<file path="src/rtl/crg_pkg.sv">
// shared types, constants and rate table for the clock and reset generator
`timescale 1ns / 1ps

package crg_pkg;

	localparam int TABLE_ENTRIES = 16;

	localparam int RATE_W = 4;
	localparam int PRE_W  = 10;
	localparam int PER_W  = 16;
	localparam int HOLD_W = 26;
	localparam int MODE_W = 2;
	localparam int STAT_W = 2;
	localparam int CFG_W  = 26;
	localparam int CIDX_W = 2;

	localparam logic [HOLD_W-1:0] HOLD_TICKS_RESET = HOLD_W'(48000000);

	// configuration register indexes
	localparam logic [CIDX_W-1:0] CFG_RESET_MODE   = 2'd0;
	localparam logic [CIDX_W-1:0] CFG_INITIAL_RATE = 2'd1;
	localparam logic [CIDX_W-1:0] CFG_HOLD_TICKS   = 2'd2;

	// reset_mode bit positions
	localparam int MODE_ACTIVE_HIGH = 0;
	localparam int MODE_MANUAL      = 1;

	// reset status codes
	localparam logic [STAT_W-1:0] STAT_RUNNING = 2'd0;
	localparam logic [STAT_W-1:0] STAT_POWERUP = 2'd1;
	localparam logic [STAT_W-1:0] STAT_BUTTON  = 2'd2;

	typedef enum logic [2:0] {
		PH_RUN     = 3'b001,
		PH_POWERUP = 3'b010,
		PH_BUTTON  = 3'b100
	} phase_t;

	typedef struct packed {
		logic [RATE_W-1:0] rate;
		logic              clock_level;
	} rate_stat_t;

	typedef struct packed {
		logic [STAT_W-1:0] status;
		logic              level;
	} rst_stat_t;

	function automatic logic [PRE_W-1:0] rom_pre(input logic [RATE_W-1:0] r);
		logic [PRE_W-1:0] v;
		case (r)
			4'd0:    v = PRE_W'(749);
			4'd1:    v = PRE_W'(149);
			4'd2:    v = PRE_W'(74);
			4'd3:    v = PRE_W'(14);
			4'd4:    v = PRE_W'(7);
			4'd5:    v = PRE_W'(1);
			default: v = '0;
		endcase
		return v;
	endfunction

	function automatic logic [PER_W-1:0] rom_div(input logic [RATE_W-1:0] r);
		logic [PER_W-1:0] v;
		case (r)
			4'd0, 4'd1, 4'd2, 4'd3: v = PER_W'(63999);
			4'd4:    v = PER_W'(59999);
			4'd5, 4'd6: v = PER_W'(47999);
			4'd7:    v = PER_W'(9599);
			4'd8:    v = PER_W'(4799);
			4'd9:    v = PER_W'(959);
			4'd10:   v = PER_W'(479);
			4'd11:   v = PER_W'(95);
			4'd12:   v = PER_W'(47);
			4'd13:   v = PER_W'(23);
			4'd14:   v = PER_W'(11);
			default: v = PER_W'(5);
		endcase
		return v;
	endfunction

	function automatic logic [RATE_W-1:0] clamp_rate(input logic [RATE_W-1:0] r);
		return (int'(r) >= TABLE_ENTRIES) ? '0 : r;
	endfunction

	function automatic logic [RATE_W-1:0] next_rate(input logic [RATE_W-1:0] r);
		return (int'(r) + 1 >= TABLE_ENTRIES || r == '1) ? '0 : r + RATE_W'(1);
	endfunction

endpackage

</file>
<file path="src/rtl/crg_rate.sv">
// rate index with prescale and period counters, generated clock level
`timescale 1ns / 1ps

module crg_rate (
	input  logic                        clk,
	input  logic                        arst_n,
	input  logic                        step,
	input  logic                        left,
	input  logic                        load,
	input  logic [crg_pkg::RATE_W-1:0]  load_rate,
	output crg_pkg::rate_stat_t         stat
);

	logic [crg_pkg::RATE_W-1:0] rate_q;
	logic [crg_pkg::PRE_W-1:0]  pre_q;
	logic [crg_pkg::PER_W-1:0]  per_q;
	logic [crg_pkg::PRE_W-1:0]  pre_lim;
	logic [crg_pkg::PER_W-1:0]  div_lim;

	assign pre_lim = crg_pkg::rom_pre(rate_q);
	assign div_lim = crg_pkg::rom_div(rate_q);

	always_ff @(posedge clk or negedge arst_n) begin
		if (!arst_n) begin
			rate_q <= '0;
			pre_q  <= '0;
			per_q  <= '0;
		end else if (load) begin
			rate_q <= crg_pkg::clamp_rate(load_rate);
			pre_q  <= '0;
			per_q  <= '0;
		end else if (step) begin
			if (left) begin
				rate_q <= crg_pkg::next_rate(rate_q);
				pre_q  <= '0;
				per_q  <= '0;
			end else if (pre_q >= pre_lim) begin
				pre_q <= '0;
				per_q <= (per_q >= div_lim) ? '0 : per_q + crg_pkg::PER_W'(1);
			end else begin
				pre_q <= pre_q + crg_pkg::PRE_W'(1);
			end
		end
	end

	assign stat.rate        = rate_q;
	assign stat.clock_level = (per_q < (div_lim >> 1));

endmodule

</file>
<file path="src/rtl/crg_reset.sv">
// reset phase sequencer with hold counter and pin polarity
`timescale 1ns / 1ps

module crg_reset (
	input  logic                        clk,
	input  logic                        arst_n,
	input  logic                        step,
	input  logic                        right,
	input  logic [crg_pkg::MODE_W-1:0]  mode,
	input  logic [crg_pkg::HOLD_W-1:0]  hold_ticks,
	output crg_pkg::rst_stat_t          stat
);

	crg_pkg::phase_t            phase_q, phase_n;
	logic [crg_pkg::HOLD_W-1:0] hold_q, hold_n;

	always_comb begin
		logic                       press;
		logic [crg_pkg::HOLD_W-1:0] hinc;
		press   = right;
		phase_n = phase_q;
		hold_n  = hold_q;
		hinc    = hold_q + crg_pkg::HOLD_W'(1);
		if (phase_q == crg_pkg::PH_POWERUP && mode[crg_pkg::MODE_MANUAL]) begin
			// manual release consumes the press
			if (press) begin
				phase_n = crg_pkg::PH_RUN;
				hold_n  = '0;
				press   = 1'b0;
			end
		end else if (phase_q != crg_pkg::PH_RUN) begin
			// zero hold_ticks releases after one tick like a value of one
			if (hinc >= hold_ticks) begin
				phase_n = crg_pkg::PH_RUN;
				hold_n  = '0;
			end else begin
				hold_n = hinc;
			end
		end
		if (press) begin
			phase_n = crg_pkg::PH_BUTTON;
			hold_n  = '0;
		end
	end

	always_ff @(posedge clk or negedge arst_n) begin
		if (!arst_n) begin
			phase_q <= crg_pkg::PH_POWERUP;
			hold_q  <= '0;
		end else if (step) begin
			phase_q <= phase_n;
			hold_q  <= hold_n;
		end
	end

	always_comb begin
		case (phase_q)
			crg_pkg::PH_RUN:     stat.status = crg_pkg::STAT_RUNNING;
			crg_pkg::PH_POWERUP: stat.status = crg_pkg::STAT_POWERUP;
			crg_pkg::PH_BUTTON:  stat.status = crg_pkg::STAT_BUTTON;
			default:             stat.status = crg_pkg::STAT_RUNNING;
		endcase
		stat.level = (phase_q != crg_pkg::PH_RUN) ? mode[crg_pkg::MODE_ACTIVE_HIGH]
		                                          : ~mode[crg_pkg::MODE_ACTIVE_HIGH];
	end

endmodule

</file>
<file path="src/rtl/clock_and_reset_generator_top.sv">
// clock and reset generator: config registers, tick handshake and result register
//
//  channel | valid      | stall      | payload
//  --------+------------+------------+------------------------------------------------
//  in      | in_valid   | in_stall   | right_press, left_press
//  out     | out_valid  | out_stall  | clock_level, reset_level, rate_now, reset_status
//  cfg     | cfg_we     | -          | cfg_index, cfg_data
//
// one tick per cycle unless in_stall; each transfer in gives a result the next cycle
// the result shows the state before the tick, the tick's update lands in the counters
// in_stall is high only while a held result is stalled at the output
// after reset: rate 0, counters clear, power-up hold, hold_ticks 48000000
`timescale 1ns / 1ps

module clock_and_reset_generator_top (
	input  logic                        clk,
	input  logic                        arst_n,
	input  logic                        in_valid,
	output logic                        in_stall,
	input  logic                        right_press,
	input  logic                        left_press,
	output logic                        out_valid,
	input  logic                        out_stall,
	output logic                        clock_level,
	output logic                        reset_level,
	output logic [crg_pkg::RATE_W-1:0]  rate_now,
	output logic [crg_pkg::STAT_W-1:0]  reset_status,
	input  logic                        cfg_we,
	input  logic [crg_pkg::CIDX_W-1:0]  cfg_index,
	input  logic [crg_pkg::CFG_W-1:0]   cfg_data
);

	logic [crg_pkg::MODE_W-1:0] mode_q;
	logic [crg_pkg::HOLD_W-1:0] hold_ticks_q;
	logic                       out_valid_q;
	logic                       accept;
	logic                       load_rate;
	crg_pkg::rate_stat_t        rate_stat;
	crg_pkg::rst_stat_t         rst_stat;

	assign in_stall  = out_valid_q && out_stall;
	assign accept    = in_valid && !in_stall;
	assign load_rate = cfg_we && (cfg_index == crg_pkg::CFG_INITIAL_RATE);

	always_ff @(posedge clk or negedge arst_n) begin
		if (!arst_n) begin
			mode_q       <= '0;
			hold_ticks_q <= crg_pkg::HOLD_TICKS_RESET;
		end else if (cfg_we) begin
			case (cfg_index)
				crg_pkg::CFG_RESET_MODE: mode_q       <= cfg_data[crg_pkg::MODE_W-1:0];
				crg_pkg::CFG_HOLD_TICKS: hold_ticks_q <= cfg_data[crg_pkg::HOLD_W-1:0];
				default: ;
			endcase
		end
	end

	crg_rate u_rate (
		.clk       (clk),
		.arst_n    (arst_n),
		.step      (accept),
		.left      (left_press),
		.load      (load_rate),
		.load_rate (cfg_data[crg_pkg::RATE_W-1:0]),
		.stat      (rate_stat)
	);

	crg_reset u_reset (
		.clk        (clk),
		.arst_n     (arst_n),
		.step       (accept),
		.right      (right_press),
		.mode       (mode_q),
		.hold_ticks (hold_ticks_q),
		.stat       (rst_stat)
	);

	always_ff @(posedge clk or negedge arst_n) begin
		if (!arst_n) begin
			out_valid_q <= 1'b0;
		end else if (accept) begin
			out_valid_q <= 1'b1;
		end else if (!out_stall) begin
			out_valid_q <= 1'b0;
		end
	end

	// result payload, captured with each transfer in
	always_ff @(posedge clk) begin
		if (accept) begin
			clock_level  <= rate_stat.clock_level;
			reset_level  <= rst_stat.level;
			rate_now     <= rate_stat.rate;
			reset_status <= rst_stat.status;
		end
	end

	assign out_valid = out_valid_q;

endmodule

</file>
<file path="config.mk">
export PLATFORM = sky130hd
export DESIGN_NAME = clock_and_reset_generator_top
export DESIGN_NICKNAME = d
export VERILOG_FILES = /design/src/rtl/crg_pkg.sv /design/src/rtl/crg_rate.sv /design/src/rtl/crg_reset.sv /design/src/rtl/clock_and_reset_generator_top.sv
export SDC_FILE = /design/constraint.sdc
export NUM_CORES = 1
export LEC_CHECK = 0
export ABC_AREA = 1
export ABC_CLOCK_PERIOD_IN_PS = 2700
export BUFFER_PORTS_ARGS = -buffer_cell sky130_fd_sc_hd__clkbuf_2
export CORE_MARGIN = 1.5
export CORE_UTILIZATION = 45
export DETAILED_ROUTE_END_ITERATION = 16
export GPL_TIMING_DRIVEN = 0
export PLACE_DENSITY = 0.75
export SETUP_SLACK_MARGIN = 0.4
export SLEW_MARGIN = 30
export SYNTH_ARGS = -nofsm -noshare
export SYNTH_HDL_FRONTEND = slang
export SYNTH_HIERARCHICAL = 1
export SYNTH_SLANG_ARGS = --single-unit
</file>
<file path="constraint.sdc">
create_clock -name clk -period 2.7 [get_ports clk]
set_clock_uncertainty 0.05 [all_clocks]
set_input_delay 0.54 -clock clk [delete_from_list [all_inputs] [get_ports clk]]
set_output_delay 0.54 -clock clk [all_outputs]
set_load 0.03 [all_outputs]
</file>
# ---- Word-level counts from Yosys, hierarchy flattened
# Memory sizes are Yosys's and may differ from the RTL's.
# Cells that the tools add are included.
dict set report word_totals {
  memories 1
  ff_bits 96
  mem_bits_ro 240
  word_cells 85
  output_inout_bits 10
  in_bits 35
}
# name words width read_ports rd_ports_with_merged_regs wr line
set memory_table {}
lappend memory_table {{(name not given)} 16 15 1 0 0 crg_pkg.sv:65} ;# case (r)
dict set report op_classes {
  order_cmp 5
  eq_ne 13
  bitwise 1
  mux 29
  reduce_logical 19
  addsub 5
}
# cell count
set op_table {}
lappend op_table {{two-way mux 26 bit} 5}
lappend op_table {{two-way mux 16 bit} 5}
lappend op_table {{one-hot mux 10 bit (6 select lines)} 1}
lappend op_table {{two-way mux 10 bit} 4}
lappend op_table {{>= comparator 32 x 6 -> 1 bit (second input constant)} 1}
lappend op_table {{adder 26 x 1 -> 26 bit (second input constant)} 1}
lappend op_table {{>= comparator 26 bit} 1}
lappend op_table {{adder 16 x 1 -> 16 bit (second input constant)} 1}
lappend op_table {{>= comparator 16 bit} 1}
lappend op_table {{< comparator 16 x 15 -> 1 bit} 1}
lappend op_table {{two-way mux 4 bit} 4}
lappend op_table {{two-way mux 3 bit} 5}
lappend op_table {{adder 10 x 1 -> 10 bit (second input constant)} 1}
lappend op_table {{>= comparator 10 bit} 1}
lappend op_table {{nonzero test 3 bit} 3}
lappend op_table {{== test 4 x 2 -> 1 bit (second input constant)} 2}
lappend op_table {{== test 4 x 3 -> 1 bit (second input constant)} 2}
lappend op_table {{AND reduction 2 bit} 4}
lappend op_table {{adder 4 x 1 -> 5 bit (second input constant)} 1}
lappend op_table {{adder 4 x 1 -> 4 bit (second input constant)} 1}
lappend op_table {{== test 4 x 1 -> 1 bit (second input constant)} 1}
lappend op_table {{== test 4 bit (second input constant)} 1}
lappend op_table {{logical AND 1 bit} 4}
lappend op_table {{zero test 4 bit} 1}
lappend op_table {{16 further kinds} 20}

# ---- Logic depth before layout (Yosys ltp)
# Gate-level depths: netlist of the first run.
dict set report logic_depth {
  word_depth 7
  ltp_mapped 22
  depth_no_buf 22
}

# ---- By module
# Netlist of the first run, hierarchy kept.
# module area_each_um2 instances seq_area_each_um2 cells_each
set modules_own_cells {}
lappend modules_own_cells {crg_rate 2866.5 1 750.7 408}
lappend modules_own_cells {crg_reset 2606.2 1 726.9 367}
lappend modules_own_cells {clock_and_reset_generator_top 1497.7 1 978.4 142}

# ---- Worst setup path before layout of the first run
# OpenSTA, ideal clock, no wires.
dict set report synth_path {
  path_type {reg2reg}
  startpoint {reg u_reset/hold_q[0] (netlist bit)}
  endpoint {reg u_reset.phase_q[0]}
  required_ps 2533
  setup_time_ps 117
  path_buffers 1
  period_less_slack_ps 2589
  stages_incl_launch_ff 19
  slack_ps 111
  arrival_ps 2422
  path_cell_list {dfrtp_1 > ha_1 > nand2_2 > nor2_2 > nand2_2 > nor2_4 > inv_2 > nor2_4 > nand2_1 > xor2_1 > ha_1 > nand2_1 > o21a_1 > nor2_1 > nor2_2 > nand2_4 > buf_6 > nand3_1 > nand2_1}
}
dict set report synth_via {
  elab_chain_len 4
}
# item line
set synth_lines {}
lappend synth_lines {{start: declaration} crg_reset.sv:15} ;# logic [crg_pkg::HOLD_W-1:0] hold_q, hold_n;
lappend synth_lines {{start signal: assignment} crg_reset.sv:52} ;# hold_q <= hold_n;
lappend synth_lines {{adder 26 x 1 -> 26 bit} crg_reset.sv:23} ;# hinc = hold_q + crg_pkg::HOLD_W'(1);
lappend synth_lines {{>= comparator 26 bit} crg_reset.sv:33} ;# if (hinc >= hold_ticks) begin
lappend synth_lines {{nonzero test 3 bit (no source line)} n/a}
lappend synth_lines {{AND reduction 4 bit (no source line)} n/a}
lappend synth_lines {{end signal: assignment} crg_reset.sv:48} ;# phase_q <= crg_pkg::PH_POWERUP;
lappend synth_lines {{end signal: assignment} crg_reset.sv:51} ;# phase_q <= phase_n;
lappend synth_lines {{end: declaration} crg_reset.sv:14} ;# crg_pkg::phase_t phase_q, phase_n;
# Every way passes these cells.
# A chain may end at the register's enable or synchronous reset.

# ---- Final worst setup path of the first run
# Ends and elaborated chain as after synthesis.

==> results.md, run 1 <==
- Status: complete, but fails checks
- Failing checks: setup timing
- Clock tree buffer depth: 2
- CP Launch Type: register
- Placed cells: 1,150
- Register area share after synthesis: 35.2%
- Final setup viols: 29
- Vias per cell: 5.29
- Count leader, synth: nand2_1
- Area of the die: 0.0162 sq mm
- Minimum clock period: 2890 ps
- Die Span Y: 127 um
- Initial Utilization: 46.0%
- Worst path cell trace: ha_2, nand2_2, nor2_2, nand2_2, nor2_4, nand2_4, nor2_8, xor2_4, ha_4, nand2_2, inv_2, nand2_1, nor2_1, nand2_1, nand2_1, nor2_1, nand2_2, nand2_4, nand2_8, buf_6, nand3_1, nand2_1
- Period utilization: 107%
- Port bufs: 44
- GRT overflow: 0
- Final HPWL DP: 12,200 um
- Netlist cell types: 48
- Syn Nets: 1,028
- Synth area leader: dfrtp_1
- Number of synthesized flops with an enable pin: 8
- Final hold vios: 0
- Crit path from: u_reset/hold_q[0]$_DFFE_PN0P_
- Cts hold-fix bufs: 0
- Final wirelength: 18,500 um
- Worst Path Required: 2900 ps
- # H-tree levels: 3
- Yosys warning total: 6
- Design area: 0.00886 sq mm
- Final ANT Viol Nets: 0
- Ys flop type: dfrtp_1
- Fillers: 1,263
- Leak: 4.44 nW
- Crit-path max FO: 6
- Worst reg2reg setup slack: -190 ps
- Top-area cell type share of the netlist area: 27.6%
- Async S/R FF share, synth: 91.7%
- Min-Delay Path Class: in2async
- Initial DRC Count: 351
- Area Overhead vs Synth: 27.1%
- Share of layout cells above drive strength 1: 28.1%
- R2R depth: 22
- Number of buffers and inverters on the critical path: 2
- Slowest-stage cell, CP: dfrtp_1
- First-pass GRT wire length: 28,300 um
- Drt first pass iters: 5
- Clk root buf: clkbuf_16
- RR Startpoint: u_reset/hold_q[0]$_DFFE_PN0P_
- DR DRC count: 0
- Initial antenna violation count: 0
- Vias: 6,400
- Clock sinks: 96
- Reg-to-Reg End: u_reset/phase_q[0]$_DFFE_PN0P_
- Post-Layout Cell Count: 1,210
- PwrDens: 655 mW/mm^2
- Clk slew on worst S/H paths: 70 ps
- Chip width: 127 um
- GRT Overall Usage: 22.1%
- Io pins: 45
- FF+latch count, synth: 96
- Worst vdd ir: 0.460 mV
- Worst-Skew Late Latency: 360 ps
- Syn Inst Count: 917
- Syn Std Cell Area: 0.00697 sq mm
- Vias in the first global route: 6,002
- Pwr Total: 5.81 mW
- TritonCTS clock tree: built
- Final #Nets: 1,128
- RePlAce Congestion: 0.839
- CTS buffer count: 9
- CP delay by family, top: simple AND/OR/NAND/NOR gates
- Avg WL per Cell: 15.3 um
- Synth cell count leaders: 299 x nand2_1, 107 x inv_1, 77 x dfrtp_1
- Max Slew Vio Count: 0
- Placed inst area: 0.00748 sq mm
- Ant. Diodes: 0
- Final worst slack: -189 ps
- Setup CP Type: reg2reg
- Max_cap viols: 0
- Main area contributors after synthesis: dfrtp_1 28%, nand2_1 16%, ha_1 14%, inv_1 5.8%, dfstp_2 4.1%
- Max Fclk: 0.346 GHz
- # rows: 45
- Critical Path End Type: register
- Pin count of the biggest net entering global routing: 49
- Worst slew pin tran: 597 ps
- Synthesized area per cell: 7.60 sq um
- Crit path DAT: 3090 ps
- RSZ-0062 raised after global routing: true
- CP peak stage delay: 420 ps
- Max-slew headroom: 60.2%
- Core area: 0.0151 sq mm
cells by family after synthesis:
group	share of synthesized area, %
AO/OA/AOI/OAI	6.89
XOR/XNOR	4.60
adder cells (fa/ha/maj)	13.6
buffers and inverters	8.17
flip-flops	35.2
multiplexers	0.144
AND/OR/NAND/NOR	31.3
cell usage in the layout, fill, tap and decap left out, types with 8 or more instances in the layout:
cell type / netlist / layout
dfrtp_1: 77 / 73
inv_1: 107 / 100
dfstp_2: 11 / 11
buf_4: 1 / 31
ha_4: 0 / 17
nor2_4: 4 / 18
o21ai_2: 0 / 13
o21ai_1: 15 / 11
buf_2: 8 / 8
nor2_2: 7 / 18
clkbuf_16: 0 / 9
inv_2: 5 / 8
nand2_1: 299 / 277
nand4_1: 38 / 38
clkbuf_2: 0 / 44
nand3_1: 36 / 29
ha_1: 76 / 57
a21oi_1: 33 / 27
nand2_2: 6 / 23
buf_6: 7 / 17
edfxtp_1: 8 / 8
xor2_1: 27 / 25
nor2_1: 68 / 43
power by group:
group / internal (mW) / switching, mW
clock: 0.723 / 0.610
sequential: 1.65 / 0.160
combinational: 1.14 / 1.53
total: 3.51 / 2.30
worst max path at each step:
stage / end / slack [ps] / cells past startpoint
floorplan: u_reset/phase_q[0]$_DFFE_PN0P_ / 140 / 18
global placement: u_reset/phase_q[0]$_DFFE_PN0P_ / -270 / 22
detailed placement: u_reset/hold_q[1]$_DFFE_PN0P_ / -310 / 21
CTS: u_reset/phase_q[0]$_DFFE_PN0P_ / -120 / 22
global route: u_reset/hold_q[19]$_DFFE_PN0P_ / -330 / 21
finish: u_reset/phase_q[0]$_DFFE_PN0P_ / -190 / 22
cell type report:
type                            count  area, sq um  share of cell area [%]
Buffer                             22          193                    2.17
Timing Repair Buffer               89          627                    7.07
Clock buffer                       10          229                    2.58
Tap cell                          188          235                    2.65
Inverter                          112          448                    5.05
Clock inverter                      6         70.1                   0.791
Multi-Input combinational cell    687         4600                    51.9
Sequential cell                    96         2460                    27.8
flip-flops by register name (all words and copies together) (netlist names), 2 cells and up:
name	count
mode_q	2
u_reset/hold_q	26
u_rate/rate_q	4
rate_now	4
hold_ticks_q	26
u_rate/per_q	16
u_rate/pre_q	10
reset_status	2
u_reset/phase_q	3
timing repair:
item / in CTS / in global routing
setup endpoints to repair: 57 / 56
resized for setup: 72 / 119
cloned: 2 / 1
buffers inserted: 23 / 18
pin swaps: 27 / 47
layer usage:
metal	share of wire [%]	GRT usage, %	vias up
li1	-	-	3165
met1	41	25.9	3039
met2	52	39.0	146
met3	3.1	3.69	50
met4	4.0	11.4	0
met5	0	0	-
through the flow:
stage                     setup TNS (ps)  setup slack, ps  hold WS, ps  utilization [%]
after global routing               -8370             -334         65.6             58.5
after detailed placement           -6760             -306          402             49.4
after CTS                          -1950             -118         57.3             54.4
after floorplan                        0              137          194                -
final                              -4270             -189         41.3             58.5
after global placement            -10320             -266          401             49.1
No activity file was read; power rests on OpenSTA's default activity.
==> run 2, diff against run 1 <==
BUFFER_PORTS_ARGS = -buffer_cell sky130_fd_sc_hd__buf_2   (was -buffer_cell sky130_fd_sc_hd__clkbuf_2)
CORE_MARGIN = 3   (was 1.5)
==> results.md, run 2 (synthesis gave the netlist of run 1 again) <==
- Status: complete, but fails checks (unchanged)
- Failing checks: setup timing (unchanged)
- Final ANT Viol Nets: 0 (unchanged)
- Final setup viols: 29 (unchanged)
- Vias: 6,050 (was 6,400)
- Clk slew on worst S/H paths: 70 ps (about the same)
- Final hold vios: 0 (unchanged)
- Worst slew pin tran: 648 ps (was 597 ps)
- RSZ-0062 raised after global routing: true (unchanged)
- Most frequent cells in the layout: 294 x nand2_1, 106 x inv_1, 75 x dfrtp_1 (was 277 x nand2_1, 100 x inv_1, 73 x dfrtp_1)
- Met1 Track Usage GR: 24.5% (was 25.9%)
- Clock tree buffer depth: 2 (unchanged)
- Crit-path max FO: 6 (unchanged)
- Met2 Track Usage GR: 37.7% (was 39.0%)
- Number of buffers and inverters on the critical path: 3 (was 2)
- TritonCTS clock tree: built (unchanged)
- RePlAce Congestion: 0.900 (was 0.839)
- Ant. Diodes: 0 (unchanged)
- Worst-Skew Late Latency: 350 ps (was 360 ps)
- Pin count of the biggest net entering global routing: 51 (was 49)
- Minimum clock period: 2920 ps (was 2890 ps)
- Met3 Usage GRT: 4.31% (was 3.69%)
- Min-Delay Path Class: in2async (unchanged)
- PwrDens: 603 mW/mm^2 (was 655 mW/mm^2)
- Slowest-stage cell, CP: dfrtp_1 (unchanged)
- Setup CP Type: reg2reg (unchanged)
- Final HPWL DP: 12,600 um (was 12,200 um)
- Avg WL per Cell: 14.3 um (was 15.3 um)
- Die Span Y: 130 um (was 127 um)
- Placed inst area: 0.00747 sq mm (was 0.00748 sq mm)
- CP delay by family, top: simple AND/OR/NAND/NOR gates (unchanged)
- Final #Nets: 1,102 (was 1,128)
- Placed cells: 1,146 (was 1,150)
- Chip width: 130 um (was 127 um)
- Max_cap viols: 0 (unchanged)
- Vias in the first global route: 5,948 (was 6,002)
- Core area: 0.0149 sq mm (was 0.0151 sq mm)
- CP Launch Type: register (unchanged)
- GRT overflow: 0 (unchanged)
- Most crowded layer after global routing: met2 (unchanged)
- Vias per cell: 5.13 (was 5.29)
- Final worst slack: -216 ps (was -189 ps)
- Port bufs: 44 (unchanged)
- Initial antenna violation count: 0 (unchanged)
- Io pins: 45 (unchanged)
- Initial DRC Count: 412 (was 351)
- First-pass GRT wire length: 27,900 um (was 28,300 um)
- Share of layout cells above drive strength 1: 18.3% (was 28.1%)
- CP peak stage delay: 410 ps (was 420 ps)
- Crit path DAT: 3110 ps (was 3090 ps)
- DR DRC count: 0 (unchanged)
- Seq. cell area: 0.00246 sq mm (about the same)
- RR Startpoint: u_reset/hold_q[0]$_DFFE_PN0P_ (unchanged)
- Setup TNS: -4770 ps (was -4270 ps)
- Max Fclk: 0.343 GHz (was 0.346 GHz)
- CTS buffer count: 9 (unchanged)
- Drt first pass iters: 5 (unchanged)
- Critical Path End Type: register (unchanged)
- Final wirelength: 16,800 um (was 18,500 um)
- # rows: 44 (was 45)
- Initial Utilization: 46.9% (was 46.0%)
- Crit path from: u_reset/hold_q[0]$_DFFE_PN0P_ (unchanged)
- Worst vdd ir: 0.371 mV (was 0.460 mV)
- Worst path cell trace: ha_2, nand2_2, nor2_2, nand2_2, nor2_4, buf_6, inv_4, nor2_4, xor2_2, ha_1, nand2_1, o21a_1, nand2_1, nor2_1, nand2_1, nand2_4, nand2_8, buf_8, nand3_1, nand2_1 (was ha_2, nand2_2, nor2_2, nand2_2, nor2_4, nand2_4, nor2_8, xor2_4, ha_4, nand2_2, inv_2, nand2_1, nor2_1, nand2_1, nand2_1, nor2_1, nand2_2, nand2_4, nand2_8, buf_6, nand3_1, nand2_1)
- # H-tree levels: 3 (unchanged)
- Period utilization: 108% (was 107%)
- Post-Layout Cell Count: 1,180 (was 1,210)
- Worst Path Required: 2890 ps (was 2900 ps)
- GRT Overall Usage: 20.7% (was 22.1%)
- Fillers: 1,382 (was 1,263)
- Max-slew headroom: 56.8% (was 60.2%)
- Most common cell after layout, fill and taps aside: nand2_1 (unchanged)
- Biggest regs: hold_ticks_q x26, u_reset/hold_q x26, u_rate/per_q x16 (unchanged)
- Clk root buf: clkbuf_16 (unchanged)
- CP most frequent cell: nand2_1
- Area Overhead vs Synth: 16.3% (was 27.1%)
- Leak: 4.27 nW (was 4.44 nW)
- Area of the multi-input gates: 0.00411 sq mm (was 0.00460 sq mm)
- Area of the die: 0.0170 sq mm (was 0.0162 sq mm)
- Max Slew Vio Count: 0 (unchanged)
- Design area: 0.00811 sq mm (was 0.00886 sq mm)
- Clock sinks: 96 (unchanged)
[run 2: layout make-up]
cell class | instances | share of cell area, %
buffer | 22 | 2.13
clock buffer | 11 | 3.26
clock inverter | 5 | 0.432
inverter | 112 | 5.22
multi-input combinational | 687 | 50.7
sequential | 96 | 30.3
tap | 184 | 2.84
timing repair buffer | 63 | 5.08
[run 2: worst paths after layout]
path,slack (ps),endpoint,cells past startpoint
worst max-delay path,-220,u_reset/phase_q[2]$_DFFE_PN0P_,20
worst min-delay path,70,hold_ticks_q[9]$_DFFE_PN0P_,1
worst max register to register,-220,u_reset/phase_q[2]$_DFFE_PN0P_,20
worst min register to register,410,hold_ticks_q[22]$_DFFE_PN1P_,2
max in group asynchronous,1890,hold_ticks_q[23]$_DFFE_PN1P_,2
min in group clk,350,out_valid$_DFFE_PN0P_,3
[run 2: where the power goes]
group / internal (mW) / total, mW / switching [mW]
combinational: 0.663 / 1.80 / 1.13
sequential: 1.64 / 1.80 / 0.155
clock: 0.710 / 1.29 / 0.580
total: 3.02 / 4.89 / 1.87
[run 2: stage by stage]
stage	util [%]	power, mW	worst slack [ps]	hold WS [ps]
3_5_place_dp	50.2	3.46	-345	402
6_report	54.5	4.89	-216	73.8
3_3_place_gp	50.0	3.40	-324	398
2_1_floorplan	-	3.00	137	194
5_1_grt	54.5	5.27	-355	103
4_1_cts	54.0	4.89	-137	92.5
[run 2: metal layers]
layer / part of all wire, % / routed length, um / up-vias
met4: 2.3 / 390 / 0
met3: 3.5 / 583 / 24
li1: - / - / 3105
met5: 0 / 0 / -
met1: 43 / 7280 / 2815
met2: 51 / 8570 / 106
[run 2: repair_timing]
item / in CTS / in global routing
buffers inserted: 12 / 4
endpoints found under the setup margin: 56 / 56
gates resized for setup: 36 / 13
hold buffers: 0 / 0
pin swaps: 10 / 10
cloned: 2 / 0
==> run 3, diff against run 2 <==
CORE_UTILIZATION = 40   (was 45)
PLACE_DENSITY = 0.69   (was 0.75)
SKIP_LAST_GASP = 1   (was not set)
==> results.md, run 3 (synthesis gave the netlist of run 1 again) <==
- Status: complete, but fails checks (unchanged)
- Failing checks: setup timing (unchanged)
- Worst vdd ir: 0.391 mV (was 0.371 mV)
- Vias per cell: 5.10 (was 5.13)
- Clk root buf: clkbuf_16 (unchanged)
- Port bufs: 44 (unchanged)
- TritonCTS clock tree: built (unchanged)
- Vias: 6,310 (was 6,050)
- Avg WL per Cell: 15.2 um (was 14.3 um)
- Crit path DAT: 3080 ps (was 3110 ps)
- First-pass GRT wire length: 29,700 um (was 27,900 um)
- Vias in the first global route: 6,066 (was 5,948)
- Io pins: 45 (unchanged)
- Fin util: 52.7% (was 54.5%)
- Most frequent cells in the layout: 266 x nand2_1, 99 x inv_1, 73 x dfrtp_1 (was 294 x nand2_1, 106 x inv_1, 75 x dfrtp_1)
- Final hold vios: 0 (unchanged)
- Share of layout cells above drive strength 1: 28.6% (was 18.3%)
- DR DRC count: 0 (unchanged)
- Critical Path End Type: register (unchanged)
- Setup CP Type: reg2reg (unchanged)
- Minimum clock period: 2850 ps (was 2920 ps)
- Final HPWL DP: 12,800 um (was 12,600 um)
- Clock tree buffer depth: 2 (unchanged)
- Placed inst area: 0.00752 sq mm (was 0.00747 sq mm)
- CTS buffer count: 9 (unchanged)
- RSZ-0062 raised after global routing: true (unchanged)
- Max Fclk: 0.350 GHz (was 0.343 GHz)
- Final setup viols: 29 (unchanged)
- RePlAce Congestion: 0.865 (was 0.900)
- GRT overflow: 0 (unchanged)
- Period utilization: 106% (was 108%)
- Chip width: 138 um (was 130 um)
- Die Span Y: 138 um (was 130 um)
- Placed cells: 1,182 (was 1,146)
- Worst path cell trace: ha_2, nand2_2, nor2_2, nand2_2, nor2_4, nand2_4, buf_4, xor2_1, ha_1, nand3_1, nor2_1, nand2_1, nand2_1, nor2_1, nand2_2, nand2_4, nand2_8, buf_8, o21ai_1 (was ha_2, nand2_2, nor2_2, nand2_2, nor2_4, buf_6, inv_4, nor2_4, xor2_2, ha_1, nand2_1, o21a_1, nand2_1, nor2_1, nand2_1, nand2_4, nand2_8, buf_8, nand3_1, nand2_1)
- Setup TNS: -3080 ps (was -4770 ps)
- Worst hold margin: 34.3 ps (was 73.8 ps)
- Biggest regs: hold_ticks_q x26, u_reset/hold_q x26, u_rate/per_q x16 (unchanged)
- Design area: 0.00886 sq mm (was 0.00811 sq mm)
- Slowest-stage cell, CP: dfrtp_1 (unchanged)
- Initial antenna violation count: 0 (unchanged)
- Area Overhead vs Synth: 27.1% (was 16.3%)
- Ant. Diodes: 0 (unchanged)
- Most common cell after layout, fill and taps aside: nand2_1 (unchanged)
- Max_cap viols: 0 (unchanged)
- Crit path from: u_reset/hold_q[0]$_DFFE_PN0P_ (unchanged)
- Drt first pass iters: 5 (unchanged)
- CP most frequent cell: nand2_2 (was nand2_1)
- Final worst slack: -153 ps (was -216 ps)
- # rows: 47 (was 44)
- Crit-path max FO: 10 (was 6)
- Area of the die: 0.0190 sq mm (was 0.0170 sq mm)
- CP Launch Type: register (unchanged)
- Max-slew headroom: 56.0% (was 56.8%)
- CP peak stage delay: 420 ps (was 410 ps)
- Max Slew Vio Count: 0 (unchanged)
- Initial DRC Count: 311 (was 412)
- Worst slew pin tran: 660 ps (was 648 ps)
- Final wirelength: 18,800 um (was 16,800 um)
- Min-Delay Path Class: in2async (unchanged)
- # H-tree levels: 3 (unchanged)
- RR Startpoint: u_reset/hold_q[0]$_DFFE_PN0P_ (unchanged)
- Leak: 4.42 nW (was 4.27 nW)
- Post-Layout Cell Count: 1,237 (was 1,180)
- Initial Utilization: 41.4% (was 46.9%)
- GRT Overall Usage: 18.9% (was 20.7%)
- PwrDens: 670 mW/mm^2 (was 603 mW/mm^2)
- Clk slew on worst S/H paths: 70 ps (about the same)
- Worst Path Required: 2930 ps (was 2890 ps)
- Final #Nets: 1,123 (was 1,102)
- Core area: 0.0168 sq mm (was 0.0149 sq mm)
- Pin count of the biggest net entering global routing: 52 (was 51)
- Worst-Skew Late Latency: 360 ps (was 350 ps)
- Final ANT Viol Nets: 0 (unchanged)
- Clock sinks: 96 (unchanged)
[run 3: changes by cell type in the layout (fill, tap and decap cells not counted), moves of 11 or more]
cell     delta
nand2_1    -28
nand2_2    +23
nor2_1     -17
buf_4      +14
nor2_2     +13
ha_1       -11
[run 3: what timing repair did]
item,in CTS,in global routing
resized for setup,70,121
pin swaps,25,46
setup endpoints to repair,56,56
cloned,2,1
hold buffers,0,0
buffers inserted,19,17
[run 3: layout make-up]
| class | instances | area (sq um) |
|---|---|---|
| fill | 1580 | 7960 |
| clock buffer | 11 | 243 |
| multi-input combinational | 687 | 4550 |
| sequential | 96 | 2460 |
| tap | 220 | 275 |
| buffer | 22 | 200 |
| inverter | 112 | 447 |
| timing repair buffer | 84 | 611 |
| clock inverter | 5 | 78.8 |
[run 3: critical path, delay by kind of cell, from the launching register on]
| family | cells | cell delay (ps) |
|---|---|---|
| adder cells (fa/ha/maj) | 2 | 490 |
| AO/OA/AOI/OAI | 1 | 140 |
| XOR/XNOR | 1 | 210 |
| buffers and inverters | 2 | 310 |
| flip-flops | 1 | 420 |
| AND/OR/NAND/NOR | 13 | 1160 |
[run 3: power breakdown]
part	internal [mW]	total (mW)	leakage (nW)	switching, mW
clock network	0.839	1.42	0.160	0.584
logic	1.15	2.71	3.05	1.56
registers	1.65	1.81	1.21	0.162
[run 3: metal layers]
metal  GRT usage, %  part of all wire [%]  vias to the layer above
li1               -                     -                     3154
met1           22.2                    41                     2992
met2           34.3                    53                      132
met3           4.28                   3.5                       32
met4           5.93                   2.2                        0
met5              0                     0                        -
[run 3: through the flow]
stage	setup slack [ps]	total power, mW
global placement	-428	3.41
CTS	-120	5.28
detailed placement	-306	3.47
floorplan	137	3.00
finish	-153	5.94
global route	-343	6.33
[run 3: path summary, 6_finish.rpt]
check	cells past startpoint	end	slack (ps)
max	19	u_reset/hold_q[13]$_DFFE_PN0P_	-150
min	1	u_reset/hold_q[4]$_DFFE_PN0P_	30
max reg2reg	19	u_reset/hold_q[13]$_DFFE_PN0P_	-150
min reg2reg	2	hold_ticks_q[25]$_DFFE_PN1P_	410
max in group asynchronous	2	hold_ticks_q[19]$_DFFE_PN1P_	1930
min in group clk	3	out_valid$_DFFE_PN0P_	340
